## src/hdl/keyframe_pose_interpolator_core_assert.svh

```systemverilog
// Assertion macros shared by the keyframe pose interpolator RTL
`ifndef KEYFRAME_POSE_INTERPOLATOR_CORE_ASSERT_SVH
`define KEYFRAME_POSE_INTERPOLATOR_CORE_ASSERT_SVH

// same-cycle implication, clocked on clk, off while rst_n is low
`define KPI_ASSERT_IMP(lbl, ante, cons, msg) \
  lbl: assert property (@(posedge clk) disable iff (!rst_n) (ante) |-> (cons)) else $error(msg);

// next-cycle implication
`define KPI_ASSERT_NXT(lbl, ante, cons, msg) \
  lbl: assert property (@(posedge clk) disable iff (!rst_n) (ante) |=> (cons)) else $error(msg);

`endif

```

## src/hdl/kpi_pkg.sv

```systemverilog
// Shared constants, types and helper functions of the keyframe pose interpolator
package kpi_pkg;

  localparam int NUM_COORDS  = 18;
  localparam int MAX_FRAMES  = 64;
  localparam int COORD_WIDTH = 16;

  localparam int POSE_W     = COORD_WIDTH + 8;   // Q16.8 pose
  localparam int DIFF_W     = POSE_W + 1;
  localparam int RATIO_W    = 16;                // Q0.16 ratio
  localparam int DIGIT_W    = 4;
  localparam int NUM_DIGITS = RATIO_W / DIGIT_W;
  localparam int PROD_W     = DIFF_W + RATIO_W;
  localparam int RND_W      = POSE_W - 7;
  localparam int POS_W      = 16;
  localparam int POS_MAX    = 2 ** (POS_W - 1) - 1;
  localparam int POS_MIN    = -(2 ** (POS_W - 1));
  localparam int DUR_W      = 16;
  localparam int DIV_W      = DUR_W;
  localparam int STEP_W     = $clog2(DIV_W + 1);
  localparam int FRAME_W    = $clog2(MAX_FRAMES);
  localparam int CNT_W      = FRAME_W + 1;
  localparam int CIDX_W     = (NUM_COORDS > 1) ? $clog2(NUM_COORDS) : 1;
  localparam int KF_DEPTH   = MAX_FRAMES * NUM_COORDS;
  localparam int KF_AW      = $clog2(KF_DEPTH);
  localparam int CMD_W      = 2;
  localparam int CFG_IDX_W  = 2;
  localparam int CFG_DATA_W = DUR_W;

  typedef enum logic [CMD_W-1:0] {
    CMD_LOAD  = 2'd0,
    CMD_START = 2'd1,
    CMD_TICK  = 2'd2
  } cmd_t;

  typedef enum logic [CFG_IDX_W-1:0] {
    CFG_STEP   = 2'd0,
    CFG_SWITCH = 2'd1,
    CFG_FCOUNT = 2'd2
  } cfg_idx_t;

  typedef enum logic [2:0] {
    ST_IDLE,
    ST_MOD,
    ST_PREP,
    ST_DIV,
    ST_RD,
    ST_CALC,
    ST_MUL,
    ST_EMIT
  } state_t;

  // request to the shared serial divider
  typedef struct packed {
    logic              start;
    logic [DIV_W-1:0]  init_rem;
    logic [DIV_W-1:0]  shift_in;
    logic [STEP_W-1:0] steps;
    logic [DIV_W-1:0]  divisor;
  } div_req_t;

  typedef struct packed {
    logic busy;
    logic done;
  } unit_sts_t;

  // round Q16.8 to nearest integer (half up) and saturate to the output range
  function automatic logic signed [POS_W-1:0] round_sat(input logic signed [POSE_W-1:0] p);
    logic signed [POSE_W:0]         sum;
    logic signed [RND_W-1:0]        rnd;
    logic signed [RND_W+POS_W-1:0]  wide;
    logic signed [POS_W-1:0]        res;
    sum  = (POSE_W+1)'(p) + (POSE_W+1)'(128);
    rnd  = RND_W'(sum >>> 8);
    wide = (RND_W+POS_W)'(rnd);
    if (wide > (RND_W+POS_W)'(POS_MAX)) begin
      res = POS_W'(POS_MAX);
    end else if (wide < (RND_W+POS_W)'(POS_MIN)) begin
      res = POS_W'(POS_MIN);
    end else begin
      res = POS_W'(wide);
    end
    return res;
  endfunction

endpackage

```

## src/hdl/kpi_mul.sv

```systemverilog
// Digit-serial signed x unsigned multiplier, one 4-bit ratio digit per cycle, MSB first
module kpi_mul (
  input  logic                             clk,
  input  logic                             rst_n,
  input  logic                             start,
  input  logic signed [kpi_pkg::DIFF_W-1:0] diff,
  input  logic [kpi_pkg::RATIO_W-1:0]      ratio,
  output kpi_pkg::unit_sts_t               sts,
  output logic signed [kpi_pkg::PROD_W-1:0] product
);
  import kpi_pkg::*;

  localparam int CW = (NUM_DIGITS > 1) ? $clog2(NUM_DIGITS) : 1;

  logic                       busy_r;
  logic                       done_r;
  logic [CW-1:0]              cnt_r;
  logic signed [PROD_W-1:0]   acc_r;
  logic [RATIO_W-1:0]         dig_r;
  logic signed [DIFF_W-1:0]   diff_r;

  logic [DIGIT_W-1:0]         digit;
  logic signed [DIFF_W+DIGIT_W:0] pp;
  logic signed [PROD_W-1:0]   acc_step;

  assign digit    = dig_r[RATIO_W-1 -: DIGIT_W];
  assign pp       = diff_r * $signed({1'b0, digit});
  assign acc_step = (acc_r <<< DIGIT_W) + PROD_W'(pp);

  always_ff @(posedge clk) begin
    if (!rst_n) begin
      busy_r <= 1'b0;
      done_r <= 1'b0;
      cnt_r  <= '0;
    end else begin
      done_r <= 1'b0;
      if (start) begin
        busy_r <= 1'b1;
        cnt_r  <= '0;
      end else if (busy_r) begin
        cnt_r <= cnt_r + CW'(1);
        if (cnt_r == CW'(NUM_DIGITS - 1)) begin
          busy_r <= 1'b0;
          done_r <= 1'b1;
        end
      end
    end
  end

  always_ff @(posedge clk) begin
    if (start) begin
      acc_r  <= '0;
      dig_r  <= ratio;
      diff_r <= diff;
    end else if (busy_r) begin
      acc_r <= acc_step;
      dig_r <= dig_r << DIGIT_W;
    end
  end

  assign sts.busy = busy_r;
  assign sts.done = done_r;
  assign product  = acc_r;

endmodule

```

## config.mk

```make
export PLATFORM = sky130hd
export DESIGN_NAME = kpi_mul
export DESIGN_NICKNAME = d
export VERILOG_FILES = /design/src/hdl/keyframe_pose_interpolator_core_assert.svh /design/src/hdl/kpi_pkg.sv /design/src/hdl/kpi_mul.sv
export SDC_FILE = /design/constraint.sdc
export NUM_CORES = 1
export LEC_CHECK = 0
export CAP_MARGIN = 15
export CORE_ASPECT_RATIO = 1.4
export CORE_MARGIN = 1.5
export CORE_UTILIZATION = 61
export CTS_BUF_LIST = sky130_fd_sc_hd__clkbuf_4 sky130_fd_sc_hd__clkbuf_8
export CTS_CLUSTER_DIAMETER = 40
export CTS_CLUSTER_SIZE = 10
export DETAILED_ROUTE_END_ITERATION = 16
export DONT_BUFFER_PORTS = 1
export HOLD_SLACK_MARGIN = 0.03
export PLACE_DENSITY = 0.8
export SLEW_MARGIN = 20
export SYNTH_ARGS = -nofsm -noshare
export SYNTH_HDL_FRONTEND = slang
export SYNTH_SLANG_ARGS = --single-unit
```

## constraint.sdc

```tcl
create_clock -name clk -period 4.51 [get_ports clk]
set_input_delay 0.902 -clock clk [delete_from_list [all_inputs] [get_ports clk]]
set_output_delay 0.902 -clock clk [all_outputs]
set_load 0.01 [all_outputs]
```

==> qor.txt <==
Clock sink count: 86
Register area: 2130 µm²
Core Util, Final: 74.7%
Cell area after layout: 10,700 µm²
Setup Skew: 0.0173 ns
I/O Pins: 87
Worst EP required: 4.80 ns
Grt ovf: 0
Worst setup EP type: flop
Slew Limit Headroom: 41.6%
DP Worst Slack: -0.135 ns
Layout cells sized above 1: 22.9%
Nets: 1,292
WHS Path Cells: 2
CTS tree: done
Predominant post-synthesis flop cell: dfxtp_1
Die Y: 146 µm
R2R depth: 17
Pwr per Cell Area: 794 nW/µm²
Reg-to-Reg End: product[30]
Root Driver: clkbuf_8
# rows: 52
Footprint of the multi-input gates: 6460 µm²
Syn Nets: 1,202
DP Area: 9730 µm²
Most common cell after layout, fill and taps aside: inv_1
RSZ-0062 raised after global routing: true
Ant diodes: 0
Synth Instances: 977
Worst R2R Setup Slack: -0.21 ns
Ys Warns: 0
Fmax: 0.212 GHz
Reg2reg start: dig_r[13]
Initial Util: 61.9%
First-pass GRT wire length: 36,700 µm
Failing checks: negative setup slack
Min-Delay Endpoint: product[38]
Area growth syn-to-layout: 20.6%
#FFs+latches synth: 86
Critical Path Fanout Max: 5
Vias in the first global route: 7,586
Number of port buffers: 0
Total track usage: 31.3%
LEAKAGE: 5.11 nW
Largest net degree at the start of global routing: 73
Register area share after synthesis: 23.9%
Clock slew at reported path FFs: 0.11 ns
Post-Syn Area: 8900 µm²
Peak supply drop: 0.493 mV
Max Slew Vio Count: 0
Worst skew pair latency: 0.42 ns
Drt wl/cell: 19.9 µm
Post-synth cell types: 58
EDFF count, synth: 41
Critical Path AT: 5.01 ns
Asr flop ratio synth: 0%
Critical path type: flop to flop
H-Tree Level Count: 3
Startpoint Class: flop
Vias: 7,283
CTS buffer count: 9
Die ar.: 15,300 µm²
Final critical-path setup slack: -0.210 ns
Initial DRT Pass Iterations: 5
Synthesized area per cell: 9.11 µm²
Final hold violation count: 0
Max-Cap Viols: 0
Most frequent cells in the layout: inv_1, buf_4, fa_1, nand2_1, ha_1
Fin crit share: 105%
Drt drc: 0
Drt total wl: 25,100 µm
Vias per cell: 5.78
GP Congestion: 0.988
Count of final setup violators: 9
Post-route ant nets: 0
Setup TNS: -1.26 ns
Final min period: 4.72 ns
Clock buffer depth: 2
Die width: 105 µm
Status: finished, violations left
Worst-Margin Slew: 0.875 ns
Hold_sp: product[38]
Fill cell count: 959
HP Class: flop to flop
1st-iter DRT viols: 355
Antenna violations before repair: 0
Core area: 14,400 µm²
Final HPWL DP: 17,800 µm
[cell type report]
class | count | area share, %
clock buffer | 9 | 1.15
clock inverter | 7 | 0.781
inverter | 202 | 7.13
multi-input combinational | 649 | 60.1
sequential | 86 | 19.9
tap | 189 | 2.20
timing repair buffer | 119 | 8.75
[critical path, cell delays in order (launching register included)]
cell       delay, ns
edfxtp_1        0.40
buf_6           0.15
buf_6           0.12
nand2_1         0.07
fa_1            0.46
fa_1            0.48
fa_1            0.56
inv_1           0.08
ha_1            0.28
a21o_1          0.17
nand4_1         0.21
a2111oi_4       0.47
nor3_2          0.14
o41ai_2         0.36
buf_4           0.21
a31oi_1         0.13
xor2_1          0.22
o21ai_1         0.08
[flip-flops by register name (all words and copies together), names as in the netlist]
| signal | cells |
|---|---|
| done_r | 1 |
| cnt_r | 2 |
| dig_r | 16 |
| product | 41 |
| busy_r | 1 |
| diff_r | 25 |
[worst max path at each step]
stage / from / cells past startpoint / to / slack (ns)
2_1_floorplan: dig_r[13] / 17 / product[40] / 0.001
3_3_place_gp: dig_r[13] / 19 / product[34] / -0.07
3_5_place_dp: dig_r[14] / 18 / product[34] / -0.14
4_1_cts: dig_r[12] / 17 / product[40] / -0.09
5_1_grt: dig_r[13] / 18 / product[22] / -0.31
6_report: dig_r[13] / 17 / product[30] / -0.21
[logic make-up after synthesis]
| kind of cell | Yosys count | share of synthesized area (%) |
|---|---|---|
| mux | 30 | 3.54 |
| buf+inv | 242 | 10.3 |
| compound gates | 150 | 11.0 |
| fa+ha+maj | 181 | 33.7 |
| simple gates | 254 | 14.2 |
| xor+xnor | 34 | 3.34 |
| flops | 86 | 23.9 |
[stage by stage]
| stage | cells | power (W) | hold WS, ns |
|---|---|---|---|
| floorplan | 977 | 0.00470 | 0.465 |
| CTS | 1244 | 0.00754 | 0.504 |
| finish | 1261 | 0.00853 | 0.503 |
| global placement | 1224 | 0.00660 | 0.482 |
| global route | 1261 | 0.00918 | 0.538 |
| detailed placement | 1224 | 0.00670 | 0.488 |
[per-layer routing]
metal / global-route usage [%] / up-vias / share of wire (%)
met3: 6.45 / 132 / 5.4
met5: 0 / - / 0
met2: 58.6 / 255 / 54
met1: 30.7 / 3574 / 33
met4: 20.1 / 0 / 7.3
li1: - / 3322 / -
[cell usage after synthesis (4+ instances only)]
master    instances  share of area (%)
mux2i_1          18                2.0
nand2_1          78                3.3
ha_1             83                 12
clkbuf_1         35                1.5
nor2_1           52                2.2
o21ai_0          23                1.3
mux2_2           12                1.5
dfxtp_1          45                 10
nor2b_1           4               0.28
o21bai_1          5               0.42
nand3_1           5               0.28
nand4_1          18                1.3
o211ai_1          4               0.34
nand2b_1         10               0.70
edfxtp_1         41                 14
o21ai_1           9               0.51
and2_1           63                4.4
inv_1           202                8.5
xor2_1           16                1.6
or3_1             4               0.28
a21o_1           25                2.1
xnor2_1          18                1.8
nor3_1            7               0.39
fa_1             98                 22
a31oi_1          10               0.70
o31ai_1           4               0.34
o22ai_1           5               0.35
a21oi_1          39                2.2
[power breakdown]
group | total (W) | leakage (nW) | internal (W) | switching [W]
Clock | 0.000597 | 0.106 | 0.000225 | 0.000372
Sequential | 0.00112 | 0.778 | 0.000962 | 0.000155
Combinational | 0.00682 | 4.23 | 0.00303 | 0.00378
[repair_timing]
item / CTS / global route
setup buffers: 3 / 17
endpoints found under the setup margin: 12 / 21
pin swaps: 10 / 50
hold endpoints to repair: 0 / 0
hold buffers: 0 / 0
gates cloned: 1 / 2
resized for setup: 26 / 98
Power figures use the tool's default switching activity.
