File: src/hdl/keyframe_pose_interpolator_core_assert.svh
// Assertion macros shared by the keyframe pose interpolator RTL
`ifndef KEYFRAME_POSE_INTERPOLATOR_CORE_ASSERT_SVH
`define KEYFRAME_POSE_INTERPOLATOR_CORE_ASSERT_SVH

// same-cycle implication, clocked on clk, off while rst_n is low
`define KPI_ASSERT_IMP(lbl, ante, cons, msg) \
  lbl: assert property (@(posedge clk) disable iff (!rst_n) (ante) |-> (cons)) else $error(msg);

// next-cycle implication
`define KPI_ASSERT_NXT(lbl, ante, cons, msg) \
  lbl: assert property (@(posedge clk) disable iff (!rst_n) (ante) |=> (cons)) else $error(msg);

`endif

File: src/hdl/kpi_pkg.sv
// Shared constants, types and helper functions of the keyframe pose interpolator
package kpi_pkg;

  localparam int NUM_COORDS  = 18;
  localparam int MAX_FRAMES  = 64;
  localparam int COORD_WIDTH = 16;

  localparam int POSE_W     = COORD_WIDTH + 8;   // Q16.8 pose
  localparam int DIFF_W     = POSE_W + 1;
  localparam int RATIO_W    = 16;                // Q0.16 ratio
  localparam int DIGIT_W    = 4;
  localparam int NUM_DIGITS = RATIO_W / DIGIT_W;
  localparam int PROD_W     = DIFF_W + RATIO_W;
  localparam int RND_W      = POSE_W - 7;
  localparam int POS_W      = 16;
  localparam int POS_MAX    = 2 ** (POS_W - 1) - 1;
  localparam int POS_MIN    = -(2 ** (POS_W - 1));
  localparam int DUR_W      = 16;
  localparam int DIV_W      = DUR_W;
  localparam int STEP_W     = $clog2(DIV_W + 1);
  localparam int FRAME_W    = $clog2(MAX_FRAMES);
  localparam int CNT_W      = FRAME_W + 1;
  localparam int CIDX_W     = (NUM_COORDS > 1) ? $clog2(NUM_COORDS) : 1;
  localparam int KF_DEPTH   = MAX_FRAMES * NUM_COORDS;
  localparam int KF_AW      = $clog2(KF_DEPTH);
  localparam int CMD_W      = 2;
  localparam int CFG_IDX_W  = 2;
  localparam int CFG_DATA_W = DUR_W;

  typedef enum logic [CMD_W-1:0] {
    CMD_LOAD  = 2'd0,
    CMD_START = 2'd1,
    CMD_TICK  = 2'd2
  } cmd_t;

  typedef enum logic [CFG_IDX_W-1:0] {
    CFG_STEP   = 2'd0,
    CFG_SWITCH = 2'd1,
    CFG_FCOUNT = 2'd2
  } cfg_idx_t;

  typedef enum logic [2:0] {
    ST_IDLE,
    ST_MOD,
    ST_PREP,
    ST_DIV,
    ST_RD,
    ST_CALC,
    ST_MUL,
    ST_EMIT
  } state_t;

  // request to the shared serial divider
  typedef struct packed {
    logic              start;
    logic [DIV_W-1:0]  init_rem;
    logic [DIV_W-1:0]  shift_in;
    logic [STEP_W-1:0] steps;
    logic [DIV_W-1:0]  divisor;
  } div_req_t;

  typedef struct packed {
    logic busy;
    logic done;
  } unit_sts_t;

  // round Q16.8 to nearest integer (half up) and saturate to the output range
  function automatic logic signed [POS_W-1:0] round_sat(input logic signed [POSE_W-1:0] p);
    logic signed [POSE_W:0]         sum;
    logic signed [RND_W-1:0]        rnd;
    logic signed [RND_W+POS_W-1:0]  wide;
    logic signed [POS_W-1:0]        res;
    sum  = (POSE_W+1)'(p) + (POSE_W+1)'(128);
    rnd  = RND_W'(sum >>> 8);
    wide = (RND_W+POS_W)'(rnd);
    if (wide > (RND_W+POS_W)'(POS_MAX)) begin
      res = POS_W'(POS_MAX);
    end else if (wide < (RND_W+POS_W)'(POS_MIN)) begin
      res = POS_W'(POS_MIN);
    end else begin
      res = POS_W'(wide);
    end
    return res;
  endfunction

endpackage

File: src/hdl/kpi_div.sv
// Radix-2 restoring divider, one quotient bit per cycle, shared by modulo and ratio
module kpi_div (
  input  logic                    clk,
  input  logic                    rst_n,
  input  kpi_pkg::div_req_t       req,
  output kpi_pkg::unit_sts_t      sts,
  output logic [kpi_pkg::DIV_W-1:0] quotient,
  output logic [kpi_pkg::DIV_W-1:0] remainder
);
  import kpi_pkg::*;

  logic              busy_r;
  logic              done_r;
  logic [STEP_W-1:0] cnt_r;
  logic [DIV_W-1:0]  rem_r;
  logic [DIV_W-1:0]  shin_r;
  logic [DIV_W-1:0]  quo_r;
  logic [DIV_W-1:0]  dvs_r;

  logic [DIV_W:0]    trial;
  logic              fits;
  logic [DIV_W-1:0]  rem_step;

  // remainder stays below the divisor, so trial < 2*divisor
  assign trial    = {rem_r, shin_r[DIV_W-1]};
  assign fits     = trial >= {1'b0, dvs_r};
  assign rem_step = fits ? DIV_W'(trial - {1'b0, dvs_r}) : trial[DIV_W-1:0];

  always_ff @(posedge clk) begin
    if (!rst_n) begin
      busy_r <= 1'b0;
      done_r <= 1'b0;
      cnt_r  <= '0;
    end else begin
      done_r <= 1'b0;
      if (req.start) begin
        busy_r <= 1'b1;
        cnt_r  <= req.steps;
      end else if (busy_r) begin
        cnt_r <= cnt_r - STEP_W'(1);
        if (cnt_r == STEP_W'(1)) begin
          busy_r <= 1'b0;
          done_r <= 1'b1;
        end
      end
    end
  end

  always_ff @(posedge clk) begin
    if (req.start) begin
      rem_r  <= req.init_rem;
      shin_r <= req.shift_in;
      dvs_r  <= req.divisor;
      quo_r  <= '0;
    end else if (busy_r) begin
      rem_r  <= rem_step;
      shin_r <= {shin_r[DIV_W-2:0], 1'b0};
      quo_r  <= {quo_r[DIV_W-2:0], fits};
    end
  end

  assign sts.busy  = busy_r;
  assign sts.done  = done_r;
  assign quotient  = quo_r;
  assign remainder = rem_r;

endmodule

File: config.mk
export PLATFORM = sky130hd
export DESIGN_NAME = kpi_div
export DESIGN_NICKNAME = d
export VERILOG_FILES = /design/src/hdl/keyframe_pose_interpolator_core_assert.svh /design/src/hdl/kpi_pkg.sv /design/src/hdl/kpi_div.sv
export SDC_FILE = /design/constraint.sdc
export NUM_CORES = 1
export LEC_CHECK = 0
export ABC_AREA = 1
export BUFFER_PORTS_ARGS = -buffer_cell sky130_fd_sc_hd__buf_2
export CELL_PAD_IN_SITES_DETAIL_PLACEMENT = 2
export CELL_PAD_IN_SITES_GLOBAL_PLACEMENT = 2
export CORE_MARGIN = 2
export CORE_UTILIZATION = 34
export DETAILED_ROUTE_END_ITERATION = 10
export PLACE_DENSITY_LB_ADDON = 0.08
export RECOVER_POWER = 50
export SLEW_MARGIN = 10
export SYNTH_ARGS = -nofsm -noshare
export SYNTH_HDL_FRONTEND = slang
export SYNTH_SLANG_ARGS = --single-unit
export TNS_END_PERCENT = 10
File: constraint.sdc
create_clock -name clk -period 6.1 [get_ports clk]
set_clock_uncertainty 0.1 [all_clocks]
set_input_delay 0.305 -clock clk [delete_from_list [all_inputs] [get_ports clk]]
set_output_delay 0.305 -clock clk [all_outputs]
set_load 0.05 [all_outputs]
==> results of run 1 <==
[how the worst min path moves through the flow]
stage | slack (ps) | cells after the start | start | endpoint
2_1_floorplan | 300 | 2 | rst_n | cnt_r[0]
3_3_place_gp | 350 | 2 | quotient[15] | quotient[15]
3_5_place_dp | 360 | 2 | quotient[15] | quotient[15]
4_1_cts | 30 | 1 | req[2] | dvs_r[2]
5_1_grt | 30 | 1 | req[13] | dvs_r[13]
6_report | 40 | 1 | req[2] | dvs_r[2]
[per-stage QoR]
step / instances / hold WS [ps] / utilization [%] / area, sq um
4_1_cts: 754 / 27.1 / 41.8 / 4980
3_3_place_gp: 738 / 351 / 39.4 / 4690
5_1_grt: 754 / 29.6 / 41.4 / 4930
6_report: 754 / 38.8 / 41.4 / 4930
3_5_place_dp: 738 / 361 / 39.4 / 4690
2_1_floorplan: 513 / 303 / - / 4130
[logic make-up after synthesis]
group | count (synthesis) | synth area share [%]
AND/OR/NAND/NOR | 273 | 30.5
buffers and inverters | 107 | 10.6
flip-flops | 71 | 46.1
AO/OA/AOI/OAI | 34 | 5.00
adder cells (fa/ha/maj) | 19 | 5.94
XOR/XNOR | 9 | 1.91
[worst max-delay path: stages]
cell and delay, ps:
buf_2 70, clkbuf_1 1860, nor2_1 350, clkinv_1 510, buf_4 480
[state kept, by name, summed over array words and instances (netlist names)]
signal     flops
busy_r         1
cnt_r          5
done_r         1
dvs_r         16
quotient      16
remainder     16
shin_r        16
[power groups by stage]
stage          combinational (mW)  clock [mW]  sequential, mW
4_1_cts                     0.646       0.524           0.610
6_report                    0.626       0.512           0.609
3_3_place_gp                0.615           0           0.617
5_1_grt                     0.707       0.544           0.615
2_1_floorplan               0.395           0           0.699
3_5_place_dp                0.636           0           0.620
[layout by cell type (no fill, tap or decap), types with 9 or more instances in the layout]
master,netlist,layout
nand2_1,178,178
inv_1,90,90
buf_2,0,54
edfxtp_1,48,48
clkbuf_1,7,38
nand3_1,33,33
dfxtp_1,23,23
ha_1,18,18
nor2_1,15,15
nand2_2,14,14
o22ai_1,14,14
nand3_2,10,10
clkbuf_16,0,9
[routing by layer]
| metal | part of all wire, % | GRT usage, % |
|---|---|---|
| met5 | 0 | 0 |
| met3 | 4.6 | 4.34 |
| met4 | 2.0 | 7.48 |
| met1 | 41 | 22.3 |
| met2 | 52 | 37.3 |
[final cells by class]
class | instances | area [sq um]
Fill cell | 1424 | 6990
Sequential cell | 71 | 1900
Multi-Input combinational cell | 335 | 1790
Timing Repair Buffer | 92 | 417
Inverter | 93 | 349
Clock buffer | 12 | 256
Tap cell | 147 | 184
Clock inverter | 4 | 28.8
==> flow_summary.json, run 1 <==
{
  "status": "finished, violations left",
  "failed_checks": "max-capacitance violations, max-slew violations",
  "seq_area_frac_synth_pct": 46.1,
  "numCtsBuffers": 9,
  "core_area_sq_um": 11900,
  "seqPwrFrac_pct": 34.9,
  "synth_common_cells": "nand2_1, inv_1, edfxtp_1",
  "portBuffers": 89,
  "num_vias": 3667,
  "path_clk_slew_ps": 60,
  "fin_ws_ps": 2390,
  "critPathCaptureType": "flop",
  "routedWlPerCell_um": 16.1,
  "cts_tree": "yes",
  "fmax_ghz": 0.269,
  "grt_pass1_wl_um": 20300,
  "p_leak_nw": 2.42,
  "timing.rr.start": "remainder[11]",
  "antenna_left": 0,
  "hold_class": "input pin to flop",
  "r2r_cells": 11,
  "hold_viol": 0,
  "drive_above_1_share_pct": 17.5,
  "synth-main-ff-cell": "edfxtp_1",
  "worstSetupPathType": "input pin to flop",
  "worstPathMaxFanout": 56,
  "grt_usage_pct": 20.1,
  "place_congestion": 0.878,
  "die_h_um": 114,
  "grt_overflow": 0,
  "rsz0062_at_grt": "no",
  "pre_cts_slack_ps": 3470,
  "syn_area_per_cell_sq_um": 8.04,
  "fin_crit_sh_pct": 60.9,
  "grt_max_degree": 57,
  "syn_to_final_growth_pct": 19.4,
  "yosys_warnings": 0,
  "antenna_found_initial": 0,
  "syn_inst": 513,
  "cts_hold_buf": 0,
  "yosysUniqueCellTypes": 38,
  "crit_path_end": "shin_r[3]",
  "syn_nets": 588,
  "io_pins": 90,
  "final.setup.tns_ps": 0,
  "arrival_ps": 3600,
  "worstPathRequired_ps": 5990,
  "drc_errors": 0,
  "clk_latency_ps": 340,
  "cts_resized": 0,
  "synthTopCellsByArea": "edfxtp_1, nand2_1, dfxtp_1",
  "ir_worst_vdd_mv": 0.161,
  "antenna_cells": 0,
  "startpoint_type": "input pin",
  "ys_async_sr_fraction_pct": 0,
  "slew_headroom_pct": -75.2,
  "p_comb_share_pct": 35.8,
  "p_per_area_nw_per_um2": 355,
  "final-max-slew-violation-count": 89,
  "cp-startpoint": "req[53]",
  "yosysTopAreaCell": "edfxtp_1",
  "cts_setup_buffers": 0,
  "numClockSinks": 71,
  "cts-root-buf": "clkbuf_16",
  "switching_power_mw": 0.678,
  "drtPass1Iterations": 5,
  "die_x_um": 114,
  "max-cap-violations": 2,
  "clk_path_buf_depth": 2,
  "rrSetupSlack_ps": 3390,
  "synth-edff-count": 48,
  "tightest_slew_ps": 2630,
  "yosys.area.top_type_share_pct": 34.9,
  "htree_levels": 3,
  "r2r-end": "remainder[2]",
  "setup_viol": 0,
  "clkPwrFrac_pct": 29.3,
  "die-area_sq_um": 13000,
  "grt_pass1_vias": 4152,
  "wl_um": 12200,
  "routed_via_density": 4.86,
  "p_int_mw": 1.07,
  "hpwl_um": 9060,
  "min_period_ps": 3710,
  "yosysMostFrequentCell": "nand2_1",
  "core.rowCount": 40,
  "nNetsFinal": 677,
  "ys_seq_elements": 71,
  "power_mw": 1.75,
  "swShare_pct": 38.8,
  "drt_iter0_drc": 74,
  "start_util_pct": 34.6,
  "syn_area_sq_um": 4130
}
No activity file was read; power rests on OpenSTA's default activity.
==> run 2, diff against run 1 <==
- CORE_UTILIZATION: 34 -> 31
- clock period: 6.1 -> 3.6 ns (I/O delays scaled with it)
==> run 2 against run 1 <==
Against the previous run:
- the flow now finishes without violations
- flip-flop and latch count is the same
- clock power grew 73%
- hold slack lost 33 ps
- sequential share of layout area shrank 1.7 points
- first-iteration DRC count grew 47%
- sequential power grew 69%
- total power grew 71%
- via count grew 0.11%
- setup slack lost 1400 ps
- routed wire length grew 1.4%
- non-clock buffer count grew 19
- critical path type is now flop to flop
- largest power group unchanged
==> flow_summary.json, run 2 (synthesis results as in run 1) <==
{
  "wl_met1_um": 5480,
  "p_comb_share_pct": 36.0,
  "drive_above_1_share_pct": 17.1,
  "max-cap-violations": 0,
  "clk_latency_ps": 350,
  "die_h_um": 119,
  "final_common_cell": "nand2_1",
  "min_period_ps": 2640,
  "routedWlPerCell_um": 15.4,
  "r2r-end": "remainder[13]",
  "antenna_found_initial": 1,
  "wl_met3_um": 478,
  "hpwl_um": 8980,
  "worstPathRequired_ps": 3710,
  "finish.utilization_pct": 39.2,
  "r2r_cells": 11,
  "p_int_mw": 1.85,
  "p_leak_nw": 2.50,
  "grt_max_degree": 34,
  "design_area_sq_um": 5150,
  "start_util_pct": 31.4,
  "swShare_pct": 38.2,
  "critPathCaptureType": "flop",
  "grt_pass1_vias": 4193,
  "grt_pass1_wl_um": 20900,
  "final-max-slew-violation-count": 0,
  "setup_viol": 0,
  "core.rowCount": 42,
  "fmax_ghz": 0.378,
  "status": "finished clean",
  "antenna_cells": 0,
  "clk_path_buf_depth": 2,
  "cts_setup_buffers": 0,
  "hold_class": "input pin to flop",
  "ir_worst_vdd_mv": 0.272,
  "timing.rr.start": "remainder[11]",
  "placed_cells": 768,
  "place_congestion": 0.823,
  "drtPass1Iterations": 4,
  "fin_cells": 802,
  "worstPathMaxFanout": 17,
  "rrSetupSlack_ps": 960,
  "seqPwrFrac_pct": 34.4,
  "fin_crit_sh_pct": 73.5,
  "switching_power_mw": 1.14,
  "antenna_left": 0,
  "rsz0062_at_grt": "no",
  "nNetsFinal": 696,
  "wl_met2_um": 6200,
  "num_vias": 3671,
  "path_clk_slew_ps": 50,
  "worstSetupPathType": "flop to flop",
  "core_area_sq_um": 13100,
  "portBuffers": 89,
  "min_path_cells": 3,
  "startpoint_type": "flop",
  "cts_resized": 0,
  "grt_overflow": 0,
  "layout_common_cells": "nand2_1, inv_1, buf_2",
  "drc_errors": 0,
  "grt_usage_pct": 18.8,
  "cts_tree": "yes",
  "numClockSinks": 71,
  "tightest_slew_ps": 1390,
  "clkPwrFrac_pct": 29.6,
  "slew_headroom_pct": 7.04,
  "holdPathEnd": "shin_r[8]",
  "htree_levels": 3,
  "whs_ps": 6.20,
  "postPlaceCellArea_sq_um": 4740,
  "fillers": 1583,
  "arrival_ps": 2750,
  "numCtsBuffers": 9,
  "final.setup.tns_ps": 0,
  "syn_to_final_growth_pct": 24.9,
  "cts-root-buf": "clkbuf_16",
  "routed.top_layer": "met4",
  "die_x_um": 119,
  "drt_iter0_drc": 109,
  "hp-start": "req[29]",
  "cp-startpoint": "remainder[11]",
  "wl_um": 12300,
  "routed_via_density": 4.58,
  "p_per_area_nw_per_um2": 581,
  "hold_viol": 0,
  "die-area_sq_um": 14300,
  "io_pins": 90
}
## run 2: cell count changes in the layout (fill, tap and decap cells not counted), sizes merged
cell	change
dlygate4sd3	+18
buf	+4
clkbuf	-3
inv	-2
bufinv	+1
clkinvlp	+1
## run 2: worst max-delay path by stage
stage | end | depth (start not counted) | slack [ps]
after CTS | remainder[15] | 11 | 920
after detailed placement | remainder[15] | 11 | 960
after global placement | remainder[14] | 9 | 1030
after floorplan | remainder[10] | 11 | 1250
final | remainder[13] | 11 | 960
after global routing | remainder[14] | 11 | 730
## run 2: power groups by stage
stage	combinational [mW]	clock (mW)	sequential [mW]
after floorplan	0.669	0	1.19
after global routing	1.22	0.944	1.04
final	1.08	0.887	1.03
after CTS	1.11	0.908	1.03
after global placement	1.05	0	1.04
after detailed placement	1.08	0	1.05
## run 2: area by class of cell
type                            count  area (sq um)  share of cell area, %
Multi-Input combinational cell    335          1790                   34.7
Inverter                           93           349                   6.77
Tap cell                          176           220                   4.27
Clock inverter                      4          46.3                  0.898
Sequential cell                    71          1900                   36.9
Timing Repair Buffer              111           611                   11.8
Clock buffer                       12           236                   4.59
## run 2: metrics by stage
step	power (mW)	worst slack, ps
2_1_floorplan	1.85	1250
6_report	2.99	956
3_3_place_gp	2.09	1030
5_1_grt	3.20	729
4_1_cts	3.05	922
3_5_place_dp	2.13	959
## run 2: critical path: stages (launching register included)
cell and delay [ps]:
edfxtp_1 430, ha_1 390, nand2_1 110, nand2_1 90
inv_1 70, nand2_1 70, and3_4 160, nor2_4 470
nand2_4 320, nand2_1 150, nand3_1 70, nand2_1 80
## run 2: repair_timing
action / CTS / global route
hold buffers: 18 / 0
endpoints found under the setup margin: 0 / 0
hold endpoints to repair: 18 / 0
## run 2: layer usage
layer,global-route usage (%),vias to the layer above
met5,0,-
met3,4.21,12
met1,22.2,1757
met2,33.5,59
li1,-,1843
met4,6.40,0
